--- src/hdl/fixed_format_token_scanner_assert.svh ---
// Assertion macros of the token scanner, used by its queue module.
`ifndef FIXED_FORMAT_TOKEN_SCANNER_ASSERT_SVH
`define FIXED_FORMAT_TOKEN_SCANNER_ASSERT_SVH
`ifndef SYNTHESIS
// Property holds at every clock edge out of reset.
`define FFTS_ASSERT(lbl, ck, rn, prop) \
	lbl: assert property (@(posedge ck) disable iff (!rn) (prop)) \
		else $error("ffts: assertion failed");
// Consequence checked in the cycle after the trigger.
`define FFTS_ASSERT_NEXT(lbl, ck, rn, ante, cons) \
	lbl: assert property (@(posedge ck) disable iff (!rn) (ante) |=> (cons)) \
		else $error("ffts: assertion failed");
`else
`define FFTS_ASSERT(lbl, ck, rn, prop)
`define FFTS_ASSERT_NEXT(lbl, ck, rn, ante, cons)
`endif
`endif

--- src/hdl/ffts_pkg.sv ---
// Shared types, codes and helpers of the fixed-format token scanner.
package ffts_pkg;

	localparam int unsigned LINE_BITS_DEF   = 16;
	localparam int unsigned QUEUE_DEPTH_DEF = 4;
	localparam int unsigned MAX_TOKS        = 3;

	localparam logic [7:0] LAST_COL_RESET = 8'd72;
	localparam logic [8:0] COMMENT_COL    = 9'd7;
	localparam logic [8:0] FIRST_CODE_COL = 9'd8;

	// input event kinds
	localparam logic [1:0] FUNC_CHAR = 2'd0;
	localparam logic [1:0] FUNC_EOL  = 2'd1;
	localparam logic [1:0] FUNC_EOF  = 2'd2;

	// token kinds
	localparam logic [2:0] KIND_WORD   = 3'd0;
	localparam logic [2:0] KIND_NUMBER = 3'd1;
	localparam logic [2:0] KIND_STRING = 3'd2;
	localparam logic [2:0] KIND_PERIOD = 3'd3;
	localparam logic [2:0] KIND_LPAREN = 3'd4;
	localparam logic [2:0] KIND_RPAREN = 3'd5;
	localparam logic [2:0] KIND_OP     = 3'd6;
	localparam logic [2:0] KIND_EOF    = 3'd7;

	// operator codes
	localparam logic [3:0] OP_NONE  = 4'd0;
	localparam logic [3:0] OP_EQ    = 4'd1;
	localparam logic [3:0] OP_PLUS  = 4'd2;
	localparam logic [3:0] OP_STAR  = 4'd3;
	localparam logic [3:0] OP_SLASH = 4'd4;
	localparam logic [3:0] OP_MINUS = 4'd5;
	localparam logic [3:0] OP_GT    = 4'd6;
	localparam logic [3:0] OP_LT    = 4'd7;
	localparam logic [3:0] OP_GE    = 4'd8;
	localparam logic [3:0] OP_LE    = 4'd9;
	localparam logic [3:0] OP_NE    = 4'd10;

	// character codes
	localparam logic [7:0] CH_DQUOTE = 8'h22;
	localparam logic [7:0] CH_SQUOTE = 8'h27;
	localparam logic [7:0] CH_LPAR   = 8'h28;
	localparam logic [7:0] CH_RPAR   = 8'h29;
	localparam logic [7:0] CH_STAR   = 8'h2A;
	localparam logic [7:0] CH_PLUS   = 8'h2B;
	localparam logic [7:0] CH_MINUS  = 8'h2D;
	localparam logic [7:0] CH_DOT    = 8'h2E;
	localparam logic [7:0] CH_SLASH  = 8'h2F;
	localparam logic [7:0] CH_LT     = 8'h3C;
	localparam logic [7:0] CH_EQ     = 8'h3D;
	localparam logic [7:0] CH_GT     = 8'h3E;

	typedef struct packed {
		logic [2:0] kind;
		logic [3:0] op;
		logic [7:0] scol;
		logic [7:0] ecol;
	} tok_t;

	// all tokens caused by one input beat; they share one line number
	typedef struct packed {
		logic [1:0]              cnt;
		logic [15:0]             line;
		tok_t [MAX_TOKS-1:0]     toks;
	} bundle_t;

	function automatic logic is_digit(input logic [7:0] c);
		return (c >= 8'h30) && (c <= 8'h39);
	endfunction

	function automatic logic is_letter(input logic [7:0] c);
		return ((c >= 8'h41) && (c <= 8'h5A)) || ((c >= 8'h61) && (c <= 8'h7A));
	endfunction

endpackage

--- src/hdl/ffts_channels.sv ---
// Handshake channel interfaces of the token scanner.
interface ffts_in_if;
	logic       valid;
	logic       ready;
	logic [1:0] func;
	logic [7:0] char_code;
	modport source (output valid, func, char_code, input ready);
	modport sink (input valid, func, char_code, output ready);
endinterface

interface ffts_cfg_if;
	logic       valid;
	logic       ready;
	logic [7:0] last_code_column;
	modport source (output valid, last_code_column, input ready);
	modport sink (input valid, last_code_column, output ready);
endinterface

interface ffts_out_if;
	logic        valid;
	logic        ready;
	logic [2:0]  token_kind;
	logic [3:0]  operator_code;
	logic [15:0] line_number;
	logic [7:0]  start_column;
	logic [7:0]  end_column;
	logic        last_result;
	modport source (output valid, token_kind, operator_code, line_number, start_column,
		end_column, last_result, input ready);
	modport sink (input valid, token_kind, operator_code, line_number, start_column,
		end_column, last_result, output ready);
endinterface

--- src/hdl/ffts_front.sv ---
// Front end: column tracking, character classification and the scan state machine.
module ffts_front #(
	parameter int unsigned LINE_BITS = ffts_pkg::LINE_BITS_DEF
) (
	input  logic             clk,
	input  logic             arst_n,
	ffts_in_if.sink          in_ch,
	ffts_cfg_if.sink         cfg,
	input  logic             q_full,
	output logic             push,
	output ffts_pkg::bundle_t bundle
);
	import ffts_pkg::*;

	localparam logic [2:0] M_IDLE   = 3'd0;
	localparam logic [2:0] M_WORD   = 3'd1;
	localparam logic [2:0] M_DIGITS = 3'd2;
	localparam logic [2:0] M_NUMBER = 3'd3;
	localparam logic [2:0] M_STRING = 3'd4;
	localparam logic [2:0] M_RELOP  = 3'd5;

	localparam logic [LINE_BITS-1:0] LINE_MAX = '1;

	logic [7:0]           lcc_q;
	logic [LINE_BITS-1:0] line_q, line_d;
	logic [7:0]           col_q, col_d;
	logic                 comment_q, comment_d;
	logic [2:0]           mode_q, mode_d;
	logic                 quote_q, quote_d;
	logic [7:0]           start_q, start_d;
	logic                 pv_q, pv_d;   // lookahead held
	logic                 ps_q, ps_d;   // lookahead is '.' (digits) or '>' (relop)

	logic                 accept;
	logic [7:0]           c;
	logic [8:0]           nc;
	logic [7:0]           scol;
	logic [7:0]           qchar;
	logic                 do_flush, do_start;
	logic                 t_valid;
	tok_t                 t_tok;
	logic [1:0]           f_cnt, n_f;
	logic [2:0]           f_kind;
	tok_t                 f0, f1;
	logic [LINE_BITS-1:0] ln;
	logic [LINE_BITS+15:0] ln_ext;

	assign in_ch.ready = !q_full;
	assign accept      = in_ch.valid && !q_full;
	assign cfg.ready   = 1'b1;
	assign c           = in_ch.char_code;
	assign nc          = {1'b0, col_q} + 9'd1;
	assign scol        = nc[7:0];
	assign qchar       = quote_q ? CH_SQUOTE : CH_DQUOTE;

	// tokens that closing the open token would give, ending at col_q
	assign f_kind = (mode_q == M_WORD) ? KIND_WORD : KIND_NUMBER;
	always_comb begin
		f_cnt = 2'd0;
		f0    = '0;
		f1    = '0;
		case (mode_q)
			M_WORD, M_DIGITS: begin
				if (pv_q) begin
					f_cnt = 2'd2;
					f0    = '{f_kind, OP_NONE, start_q, col_q - 8'd1};
					f1    = ps_q ? tok_t'{KIND_PERIOD, OP_NONE, col_q, col_q}
						: tok_t'{KIND_OP, OP_MINUS, col_q, col_q};
				end else begin
					f_cnt = 2'd1;
					f0    = '{f_kind, OP_NONE, start_q, col_q};
				end
			end
			M_NUMBER: begin
				f_cnt = 2'd1;
				f0    = '{KIND_NUMBER, OP_NONE, start_q, col_q};
			end
			M_STRING: begin
				f_cnt = 2'd1;
				f0    = '{KIND_STRING, OP_NONE, start_q, col_q};
			end
			M_RELOP: begin
				f_cnt = 2'd1;
				f0    = '{KIND_OP, ps_q ? OP_GT : OP_LT, start_q, start_q};
			end
			default: begin
				f_cnt = 2'd0;
			end
		endcase
	end

	// next state and the trailing token of this beat
	always_comb begin
		do_flush  = 1'b0;
		do_start  = 1'b0;
		t_valid   = 1'b0;
		t_tok     = '0;
		line_d    = line_q;
		col_d     = col_q;
		comment_d = comment_q;
		mode_d    = mode_q;
		quote_d   = quote_q;
		start_d   = start_q;
		pv_d      = pv_q;
		ps_d      = ps_q;
		case (in_ch.func)
			FUNC_CHAR: begin
				col_d = nc[8] ? 8'hFF : nc[7:0];
				if (nc == COMMENT_COL) begin
					if (c == CH_STAR || c == CH_SLASH)
						comment_d = 1'b1;
				end else if (nc >= FIRST_CODE_COL && !comment_q) begin
					if (nc > {1'b0, lcc_q} || nc[8]) begin
						// past the code area: close as at end of line
						do_flush = 1'b1;
					end else begin
						case (mode_q)
							M_WORD, M_DIGITS: begin
								if (pv_q) begin
									if (!ps_q && (is_digit(c) || is_letter(c))) begin
										pv_d   = 1'b0;
										mode_d = M_WORD;
									end else if (ps_q && is_digit(c)) begin
										pv_d   = 1'b0;
										mode_d = M_NUMBER;
									end else begin
										do_flush = 1'b1;
										do_start = 1'b1;
									end
								end else if (is_digit(c)) begin
									mode_d = mode_q;
								end else if (is_letter(c)) begin
									mode_d = M_WORD;
								end else if (c == CH_MINUS
									|| (c == CH_DOT && mode_q == M_DIGITS)) begin
									pv_d = 1'b1;
									ps_d = (c == CH_DOT);
								end else begin
									do_flush = 1'b1;
									do_start = 1'b1;
								end
							end
							M_NUMBER: begin
								if (!is_digit(c)) begin
									do_flush = 1'b1;
									do_start = 1'b1;
								end
							end
							M_STRING: begin
								if (pv_q) begin
									if (c == qchar) begin
										pv_d = 1'b0;
									end else begin
										do_flush = 1'b1;
										do_start = 1'b1;
									end
								end else if (c == qchar) begin
									pv_d = 1'b1;
								end
							end
							M_RELOP: begin
								if (c == CH_EQ) begin
									t_valid = 1'b1;
									t_tok   = '{KIND_OP, ps_q ? OP_GE : OP_LE, start_q, scol};
									mode_d  = M_IDLE;
									pv_d    = 1'b0;
									ps_d    = 1'b0;
								end else if (c == CH_GT && !ps_q) begin
									t_valid = 1'b1;
									t_tok   = '{KIND_OP, OP_NE, start_q, scol};
									mode_d  = M_IDLE;
									pv_d    = 1'b0;
									ps_d    = 1'b0;
								end else begin
									do_flush = 1'b1;
									do_start = 1'b1;
								end
							end
							default: begin
								do_start = 1'b1;
							end
						endcase
					end
				end
			end
			FUNC_EOL: begin
				do_flush  = 1'b1;
				if (line_q != LINE_MAX)
					line_d = line_q + 1'b1;
				col_d     = 8'd0;
				comment_d = 1'b0;
			end
			FUNC_EOF: begin
				do_flush  = 1'b1;
				t_valid   = 1'b1;
				t_tok     = '{KIND_EOF, OP_NONE, 8'd0, 8'd0};
				line_d    = '0;
				col_d     = 8'd0;
				comment_d = 1'b0;
				quote_d   = 1'b0;
				start_d   = 8'd0;
			end
			default: begin
				do_flush = 1'b0;
			end
		endcase

		if (do_flush) begin
			mode_d = M_IDLE;
			pv_d   = 1'b0;
			ps_d   = 1'b0;
		end

		// open a new token, or emit a single-character one
		if (do_start) begin
			mode_d = M_IDLE;
			pv_d   = 1'b0;
			ps_d   = 1'b0;
			if (c == CH_DQUOTE || c == CH_SQUOTE) begin
				mode_d  = M_STRING;
				quote_d = (c == CH_SQUOTE);
				start_d = scol;
			end else if (is_digit(c)) begin
				mode_d  = M_DIGITS;
				start_d = scol;
			end else if (is_letter(c)) begin
				mode_d  = M_WORD;
				start_d = scol;
			end else if (c == CH_LT || c == CH_GT) begin
				mode_d  = M_RELOP;
				ps_d    = (c == CH_GT);
				start_d = scol;
			end else if (c == CH_DOT) begin
				t_valid = 1'b1;
				t_tok   = '{KIND_PERIOD, OP_NONE, scol, scol};
			end else if (c == CH_LPAR) begin
				t_valid = 1'b1;
				t_tok   = '{KIND_LPAREN, OP_NONE, scol, scol};
			end else if (c == CH_RPAR) begin
				t_valid = 1'b1;
				t_tok   = '{KIND_RPAREN, OP_NONE, scol, scol};
			end else if (c == CH_EQ) begin
				t_valid = 1'b1;
				t_tok   = '{KIND_OP, OP_EQ, scol, scol};
			end else if (c == CH_PLUS) begin
				t_valid = 1'b1;
				t_tok   = '{KIND_OP, OP_PLUS, scol, scol};
			end else if (c == CH_STAR) begin
				t_valid = 1'b1;
				t_tok   = '{KIND_OP, OP_STAR, scol, scol};
			end else if (c == CH_SLASH) begin
				t_valid = 1'b1;
				t_tok   = '{KIND_OP, OP_SLASH, scol, scol};
			end else if (c == CH_MINUS) begin
				t_valid = 1'b1;
				t_tok   = '{KIND_OP, OP_MINUS, scol, scol};
			end
		end
	end

	// pack flushed tokens then the trailing one
	assign n_f    = do_flush ? f_cnt : 2'd0;
	assign ln     = (line_q == LINE_MAX) ? LINE_MAX : line_q + 1'b1;
	assign ln_ext = {16'd0, ln};
	always_comb begin
		bundle.cnt     = n_f + {1'b0, t_valid};
		bundle.line    = ln_ext[15:0];
		bundle.toks[0] = (n_f != 2'd0) ? f0 : t_tok;
		bundle.toks[1] = (n_f == 2'd2) ? f1 : t_tok;
		bundle.toks[2] = t_tok;
	end
	assign push = accept && (bundle.cnt != 2'd0);

	// configuration register
	always_ff @(posedge clk or negedge arst_n) begin
		if (!arst_n) begin
			lcc_q <= LAST_COL_RESET;
		end else if (cfg.valid) begin
			lcc_q <= cfg.last_code_column;
		end
	end

	// scanner state
	always_ff @(posedge clk or negedge arst_n) begin
		if (!arst_n) begin
			line_q    <= '0;
			col_q     <= 8'd0;
			comment_q <= 1'b0;
			mode_q    <= M_IDLE;
			quote_q   <= 1'b0;
			start_q   <= 8'd0;
			pv_q      <= 1'b0;
			ps_q      <= 1'b0;
		end else if (accept) begin
			line_q    <= line_d;
			col_q     <= col_d;
			comment_q <= comment_d;
			mode_q    <= mode_d;
			quote_q   <= quote_d;
			start_q   <= start_d;
			pv_q      <= pv_d;
			ps_q      <= ps_d;
		end
	end

endmodule

--- src/hdl/ffts_queue.sv ---
// Token bundle queue between the scanner front end and the token emitter.
`include "fixed_format_token_scanner_assert.svh"
module ffts_queue #(
	parameter int unsigned DEPTH = ffts_pkg::QUEUE_DEPTH_DEF
) (
	input  logic              clk,
	input  logic              arst_n,
	input  logic              push,
	input  ffts_pkg::bundle_t wr_data,
	input  logic              pop,
	output ffts_pkg::bundle_t rd_data,
	output logic              full,
	output logic              empty
);
	import ffts_pkg::*;

	localparam int unsigned PW = (DEPTH > 1) ? $clog2(DEPTH) : 1;
	localparam int unsigned CW = $clog2(DEPTH + 1);
	localparam logic [PW-1:0] LAST_PTR  = PW'(DEPTH - 1);
	localparam logic [CW-1:0] DEPTH_CNT = CW'(DEPTH);

	bundle_t         mem_q [DEPTH];
	logic [PW-1:0]   wr_ptr_q, rd_ptr_q;
	logic [CW-1:0]   cnt_q;

	assign full    = (cnt_q == DEPTH_CNT);
	assign empty   = (cnt_q == '0);
	assign rd_data = mem_q[rd_ptr_q];

	// storage
	always_ff @(posedge clk) begin
		if (push)
			mem_q[wr_ptr_q] <= wr_data;
	end

	// pointers and fill count
	always_ff @(posedge clk or negedge arst_n) begin
		if (!arst_n) begin
			wr_ptr_q <= '0;
			rd_ptr_q <= '0;
			cnt_q    <= '0;
		end else begin
			if (push)
				wr_ptr_q <= (wr_ptr_q == LAST_PTR) ? '0 : wr_ptr_q + 1'b1;
			if (pop)
				rd_ptr_q <= (rd_ptr_q == LAST_PTR) ? '0 : rd_ptr_q + 1'b1;
			if (push && !pop)
				cnt_q <= cnt_q + 1'b1;
			else if (pop && !push)
				cnt_q <= cnt_q - 1'b1;
		end
	end

	`FFTS_ASSERT(a_no_overflow, clk, arst_n, push |-> !full)
	`FFTS_ASSERT(a_no_underflow, clk, arst_n, pop |-> !empty)
	`FFTS_ASSERT(a_bundle_nonempty, clk, arst_n, push |-> (wr_data.cnt != 2'd0))
	`FFTS_ASSERT_NEXT(a_count_up, clk, arst_n, push && !pop, cnt_q == $past(cnt_q) + CW'(1))

endmodule

--- src/hdl/ffts_back.sv ---
// Back end: takes bundles apart and drives the token output register.
module ffts_back (
	input  logic              clk,
	input  logic              arst_n,
	input  logic              q_empty,
	input  ffts_pkg::bundle_t head,
	output logic              pop,
	ffts_out_if.source        out_ch
);
	import ffts_pkg::*;

	logic [1:0]  idx_q;
	logic        ov_q;
	tok_t        tok_q;
	logic [15:0] line_q;
	logic        last_q;

	logic        load;
	logic        take;
	logic        is_last;
	tok_t        cur;

	assign load    = !ov_q || out_ch.ready;
	assign take    = load && !q_empty;
	assign cur     = head.toks[idx_q];
	assign is_last = (idx_q == head.cnt - 2'd1);
	assign pop     = take && is_last;

	assign out_ch.valid         = ov_q;
	assign out_ch.token_kind    = tok_q.kind;
	assign out_ch.operator_code = tok_q.op;
	assign out_ch.line_number   = line_q;
	assign out_ch.start_column  = tok_q.scol;
	assign out_ch.end_column    = tok_q.ecol;
	assign out_ch.last_result   = last_q;

	// output valid and position inside the head bundle
	always_ff @(posedge clk or negedge arst_n) begin
		if (!arst_n) begin
			ov_q  <= 1'b0;
			idx_q <= 2'd0;
		end else begin
			if (load)
				ov_q <= !q_empty;
			if (take)
				idx_q <= is_last ? 2'd0 : idx_q + 2'd1;
		end
	end

	// output beat payload
	always_ff @(posedge clk) begin
		if (take) begin
			tok_q  <= cur;
			line_q <= (cur.kind == KIND_EOF) ? 16'd0 : head.line;
			last_q <= is_last;
		end
	end

endmodule

--- src/hdl/fixed_format_token_scanner.sv ---
// Fixed-format source token scanner: top level.
// Takes one input beat (a character, end of line or end of file) per clock and
// classifies it in the front end in that same cycle; the one to three tokens it
// causes, if any, travel as one bundle through a QUEUE_DEPTH-entry queue to the
// back end, which sends one token beat per clock while the output is ready
// through a registered output. Input stays ready while the queue has room, so
// with the output ready a stream in which each beat gives at most one token runs
// at one beat per cycle; a beat that gives two or three tokens sends that many
// output beats, and the input stalls once the queue fills. A token passes the
// queue and then the output register. The last code column register may be
// written whenever the scanner is idle and is back at 72 after reset.
module fixed_format_token_scanner #(
	parameter int unsigned LINE_BITS   = ffts_pkg::LINE_BITS_DEF,
	parameter int unsigned QUEUE_DEPTH = ffts_pkg::QUEUE_DEPTH_DEF
) (
	input  logic       clk,
	input  logic       arst_n,
	ffts_in_if.sink    in_ch,
	ffts_cfg_if.sink   cfg,
	ffts_out_if.source out_ch
);
	import ffts_pkg::*;

	bundle_t push_bundle;
	bundle_t head;
	logic    push;
	logic    pop;
	logic    q_full;
	logic    q_empty;

	ffts_front #(
		.LINE_BITS (LINE_BITS)
	) u_front (
		.clk    (clk),
		.arst_n (arst_n),
		.in_ch  (in_ch),
		.cfg    (cfg),
		.q_full (q_full),
		.push   (push),
		.bundle (push_bundle)
	);

	ffts_queue #(
		.DEPTH (QUEUE_DEPTH)
	) u_queue (
		.clk     (clk),
		.arst_n  (arst_n),
		.push    (push),
		.wr_data (push_bundle),
		.pop     (pop),
		.rd_data (head),
		.full    (q_full),
		.empty   (q_empty)
	);

	ffts_back u_back (
		.clk     (clk),
		.arst_n  (arst_n),
		.q_empty (q_empty),
		.head    (head),
		.pop     (pop),
		.out_ch  (out_ch)
	);

endmodule

--- src/flat_wrapper.sv ---
// flat-port wrapper written by rule: the top's interface ports become plain ports
module fixed_format_token_scanner_flat import ffts_pkg::*;
#(
	parameter int unsigned LINE_BITS   = ffts_pkg::LINE_BITS_DEF,
	parameter int unsigned QUEUE_DEPTH = ffts_pkg::QUEUE_DEPTH_DEF
)
  (clk, arst_n, in_ch_valid, in_ch_func, in_ch_char_code, in_ch_ready, cfg_valid, cfg_last_code_column, cfg_ready, out_ch_valid, out_ch_token_kind, out_ch_operator_code, out_ch_line_number, out_ch_start_column, out_ch_end_column, out_ch_last_result, out_ch_ready);
  ffts_in_if in_ch_i ();
  ffts_cfg_if cfg_i ();
  ffts_out_if out_ch_i ();
  input  logic clk;
  input  logic arst_n;
  input wire logic [$bits(in_ch_i.valid)-1:0] in_ch_valid;
  input wire logic [$bits(in_ch_i.func)-1:0] in_ch_func;
  input wire logic [$bits(in_ch_i.char_code)-1:0] in_ch_char_code;
  output wire logic [$bits(in_ch_i.ready)-1:0] in_ch_ready;
  input wire logic [$bits(cfg_i.valid)-1:0] cfg_valid;
  input wire logic [$bits(cfg_i.last_code_column)-1:0] cfg_last_code_column;
  output wire logic [$bits(cfg_i.ready)-1:0] cfg_ready;
  output wire logic [$bits(out_ch_i.valid)-1:0] out_ch_valid;
  output wire logic [$bits(out_ch_i.token_kind)-1:0] out_ch_token_kind;
  output wire logic [$bits(out_ch_i.operator_code)-1:0] out_ch_operator_code;
  output wire logic [$bits(out_ch_i.line_number)-1:0] out_ch_line_number;
  output wire logic [$bits(out_ch_i.start_column)-1:0] out_ch_start_column;
  output wire logic [$bits(out_ch_i.end_column)-1:0] out_ch_end_column;
  output wire logic [$bits(out_ch_i.last_result)-1:0] out_ch_last_result;
  input wire logic [$bits(out_ch_i.ready)-1:0] out_ch_ready;
  assign in_ch_i.valid = in_ch_valid;
  assign in_ch_i.func = in_ch_func;
  assign in_ch_i.char_code = in_ch_char_code;
  assign in_ch_ready = in_ch_i.ready;
  assign cfg_i.valid = cfg_valid;
  assign cfg_i.last_code_column = cfg_last_code_column;
  assign cfg_ready = cfg_i.ready;
  assign out_ch_valid = out_ch_i.valid;
  assign out_ch_token_kind = out_ch_i.token_kind;
  assign out_ch_operator_code = out_ch_i.operator_code;
  assign out_ch_line_number = out_ch_i.line_number;
  assign out_ch_start_column = out_ch_i.start_column;
  assign out_ch_end_column = out_ch_i.end_column;
  assign out_ch_last_result = out_ch_i.last_result;
  assign out_ch_i.ready = out_ch_ready;
  fixed_format_token_scanner #(.LINE_BITS(LINE_BITS), .QUEUE_DEPTH(QUEUE_DEPTH)) u_core (.clk(clk), .arst_n(arst_n), .in_ch(in_ch_i), .cfg(cfg_i), .out_ch(out_ch_i));
endmodule
--- config.mk ---
export PLATFORM = sky130hd
export DESIGN_NAME = fixed_format_token_scanner_flat
export DESIGN_NICKNAME = d
export VERILOG_FILES = /design/src/hdl/ffts_pkg.sv /design/src/hdl/ffts_channels.sv /design/src/hdl/ffts_front.sv /design/src/hdl/ffts_queue.sv /design/src/hdl/ffts_back.sv /design/src/hdl/fixed_format_token_scanner.sv /design/src/flat_wrapper.sv
export VERILOG_INCLUDE_DIRS = /design/src /design/src/hdl
export SDC_FILE = /design/constraint.sdc
export NUM_CORES = 1
export LEC_CHECK = 0
export ABC_CLOCK_PERIOD_IN_PS = 14500
export BUFFER_PORTS_ARGS = -buffer_cell sky130_fd_sc_hd__buf_2
export CORE_AREA = 2 2 173 175
export CTS_BUF_LIST = sky130_fd_sc_hd__clkbuf_8
export CTS_CLUSTER_DIAMETER = 80
export DETAILED_ROUTE_END_ITERATION = 10
export DIE_AREA = 0 0 175 177
export PLACE_DENSITY = 0.86
export SYNTH_ARGS = -nofsm -noshare
export SYNTH_HDL_FRONTEND = slang
export SYNTH_SLANG_ARGS = --single-unit
export TNS_END_PERCENT = 50
--- constraint.sdc ---
create_clock -name clk -period 14.5 [get_ports clk]
set_input_delay 0 -clock clk [delete_from_list [all_inputs] [get_ports clk]]
set_output_delay 0 -clock clk [all_outputs]
set_load 0.05 [all_outputs]
==> out/metrics.csv <==
metric,value,unit
fin nets,1459,
clock skew,0.0208,ns
fraction of registers with async set/reset,12.8,%
wire per inst,23.5,microns
"most common cell after layout, fill and taps aside",edfxtp_1,
worst slew pin tran,1.32,ns
main flop type after synthesis,edfxtp_1,
first-pass GRT wire length,67300,microns
"Clk Latency, worst-skew pair",0.60,ns
Starting Density,67.7,%
run status,completed,
Die Wd,175,microns
I/O pin count,66,
Mapped Nets,1350,
#FFs+latches synth,445,
net switching power,1.43,mW
power per cell area,185,nW/um^2
VDD IR max,0.143,mV
GRT overflow,0,
Cells after Synth,1301,
Synth top area share,58.8,%
MaxCap Viol Count,0,
clock transition at the registers of the reported paths,0.06,ns
die height,177,microns
Filler Cells Inserted,1670,
Site Rows,63,
Max Slew Vio Count,0,
core area,29200,sq um
mapped cell area,19800,sq um
clk sinks,445,
wire length on met1,18500,microns
CTS H-tree lvls,3,
Synth cell types,81,
fin crit share,42.6,%
LEAKAGE,8.03,nW
total wire length,43500,microns
"critical path fanouts, max",69,
"slowest stage delay, CP",0.83,ns
number of global-route vias before repair,11600,
Syn-to-layout area delta,11.2,%
number of synthesized flops with an enable pin,388,
sw frac,35.2,%
Iteration-0 DRC Markers,1372,
deepest clock path buffer count,3,
Power Internal,2.63,mW
CP Data Arrival Time,6.39,ns
root buffer cell,clkbuf_8,
crit start category,flop,
most frequent cells in the layout,"edfxtp_1 (388), mux4_2 (87), inv_1 (80), o21ai_0 (73), clkbuf_8 (70)",
Rel. slew slack,10.7,%
Avg Inst Size Synth,15.2,sq um
gpl congestion,0.962,
TritonCTS Buffers,69,
total power,4.07,mW
Multi-input gate area,6190,sq um
f_max,0.162,GHz
Final Setup Violations,0,
post-layout util,75.3,%
top layer in use,met4,
WHS Endpoint,u_core.u_front.mode_q[2],
largest area contributor in the netlist,edfxtp_1,
sum of negative setup slack,0,ns
"non-filler cells, final",1851,
RSZ-0062 raised after global routing,no,
CP endpoint kind,flop,
min-delay worst type,in -> reg,
Comb pwr share,33.2,%
crit path from,u_core.u_front.col_q[0],
ANT cells,0,
Reg power frac,42.9,%
top post-synthesis cells by area,"edfxtp_1 (59%), mux4_2 (9.9%), dfrtp_1 (6.9%), mux2_2 (2.2%), o21ai_0 (1.8%)",
Reg2Reg Depth,17,
Final HPWL DP,27400,microns
largest net degree at the start of global routing,74,
CP cell instances,ha_1 -> xnor2_1 -> inv_1 -> ha_1 -> and4_1 -> a2111o_1 -> o211ai_1 -> o2111a_2 -> and2_1 -> nand3_1 -> nand2_1 -> ha_1 -> nor2_1 -> o21ai_0 -> and3_1 -> and2_4 -> buf_4,
PortBufs,64,
min Tclk post-route,6.18,ns
clock share of power,23.9,%
register area share after synthesis,66.0,%
Crit Path Class,reg -> reg,
setup bufs post-CTS,0,
dpl cells,1699,
reg-to-reg endpoint,u_core.u_queue.mem_q[3][2],
detailed-route DRC error count,0,
crit-path most repeated cell,ha_1,
critical path data required time,14.70,ns
via count,11800,
Ys Warns,0,
CP max stage cell,buf_4,
hold_sp,in_ch_char_code[3],
met3 wire length,3810,microns
met2 wire length,20400,microns
worst hold path depth,6,
r2r startpoint,u_core.u_front.col_q[0],
die area,31000,sq um
CTS tree,done,
FF+latch area,13100,sq um
Total GRT Usage,29.0,%
initial antenna violation count,0,
share of cells above drive strength 1,22.2,%
Final ANT Viol Nets,0,
"setup slack, reg-to-reg",8.32,ns
DRT Pass-1 Iters,5,
number of hold violations in the final report,0,
routed vias/inst,6.40,
[critical path, delay by kind of cell, from the launching register on]
family,cells,cell delay (ns)
adder cells (fa/ha/maj),3,0.90
AND/OR/NAND/NOR,7,1.68
XOR/XNOR,1,0.51
buffers and inverters,2,0.93
AO/OA/AOI/OAI,4,1.16
flip-flops,1,0.56
[synth_stat cells (all sizes together) (3+ instances only)]
cell,n
a21boi,4
a21o,9
a21oi,29
a22oi,16
a31oi,8
a32oi,3
and2,12
and3,13
buf,35
clkbuf,40
dfrtp,55
edfxtp,388
ha,25
inv,63
maj3,6
mux2,40
mux2i,27
mux4,87
nand2,69
nand2b,11
nand3,31
nand3b,4
nand4,6
nor2,69
nor2b,25
nor3,19
o211ai,7
o21ai,82
o22ai,29
o2bb2ai,4
o31ai,6
o41ai,3
or2,5
or3,7
or4,3
xnor2,15
xor2,6
[sequential cells by signal (all words and copies together) (netlist names)]
name,flops
u_core.u_queue.mem_q,348
u_core.u_back.out_ch.line_number,16
u_core.u_front.line_q,16
u_core.u_back.out_ch.end_column,8
u_core.u_back.out_ch.start_column,8
u_core.u_front.col_q,8
u_core.u_front.lcc_q,8
u_core.u_front.start_q,8
u_core.u_back.out_ch.operator_code,4
u_core.u_back.out_ch.token_kind,3
u_core.u_front.mode_q,3
u_core.u_queue.cnt_q,3
u_core.u_back.idx_q,2
u_core.u_queue.rd_ptr_q,2
u_core.u_queue.wr_ptr_q,2
u_core.u_back.out_ch.last_result,1
u_core.u_back.out_ch.valid,1
u_core.u_front.comment_q,1
u_core.u_front.ps_q,1
u_core.u_front.pv_q,1
u_core.u_front.quote_q,1
[layer usage]
metal,GRT usage (%),vias up
met3,4.64,64
met1,44.2,5906
met5,0,-
met4,9.06,0
li1,-,5270
met2,44.1,604
[metrics by stage]
step                instance area, sq um  setup slack (ns)  hold slack, ns
floorplan                          19800              8.48          -0.296
global placement                   20500              8.45           0.204
detailed placement                 20500              8.35           0.214
CTS                                22000              8.33          0.0227
global route                       22000              7.89          0.0807
finish                             22000              8.32          0.0561
[how the worst max path moves through the flow]
stage / depth (start not counted) / slack, ns / endpoint
floorplan: 19 / 8.48 / u_core.u_queue.mem_q[0][0]
global placement: 17 / 8.45 / u_core.u_queue.mem_q[0][25]
detailed placement: 17 / 8.35 / u_core.u_queue.mem_q[3][34]
CTS: 17 / 8.33 / u_core.u_queue.mem_q[3][2]
global route: 19 / 7.89 / u_core.u_queue.mem_q[1][56]
finish: 17 / 8.32 / u_core.u_queue.mem_q[3][2]
[cell type report]
cell class | count | area share (%)
Sequential cell | 445 | 59.4
Tap cell | 390 | 2.21
Clock buffer | 70 | 4.37
Timing Repair Buffer | 113 | 3.46
Inverter | 63 | 1.07
Multi-Input combinational cell | 718 | 28.1
Clock inverter | 52 | 1.40
[power by group through the flow]
stage	clock (mW)	combinational [mW]	sequential, mW
after floorplan	0	0.823	1.94
after global placement	0	1.32	1.75
after detailed placement	0	1.34	1.77
after CTS	0.983	1.36	1.74
after global routing	1.04	1.44	1.76
final	0.971	1.35	1.74
[repair_timing]
item                                   in CTS  in global routing
resized for setup                           0                  0
endpoints found under the hold margin      67                  0
hold buffers                               30                  0
[cell families after synthesis]
kind of cell,after synthesis,synth area share [%]
other,1,0.0189
flip-flops,445,66.0
multiplexers,154,13.5
AND/OR/NAND/NOR,286,7.30
XOR/XNOR,21,0.966
AO/OA/AOI/OAI,224,7.31
buffers and inverters,138,2.85
adder cells (fa/ha/maj),32,1.98
Power figures use the tool's default switching activity.
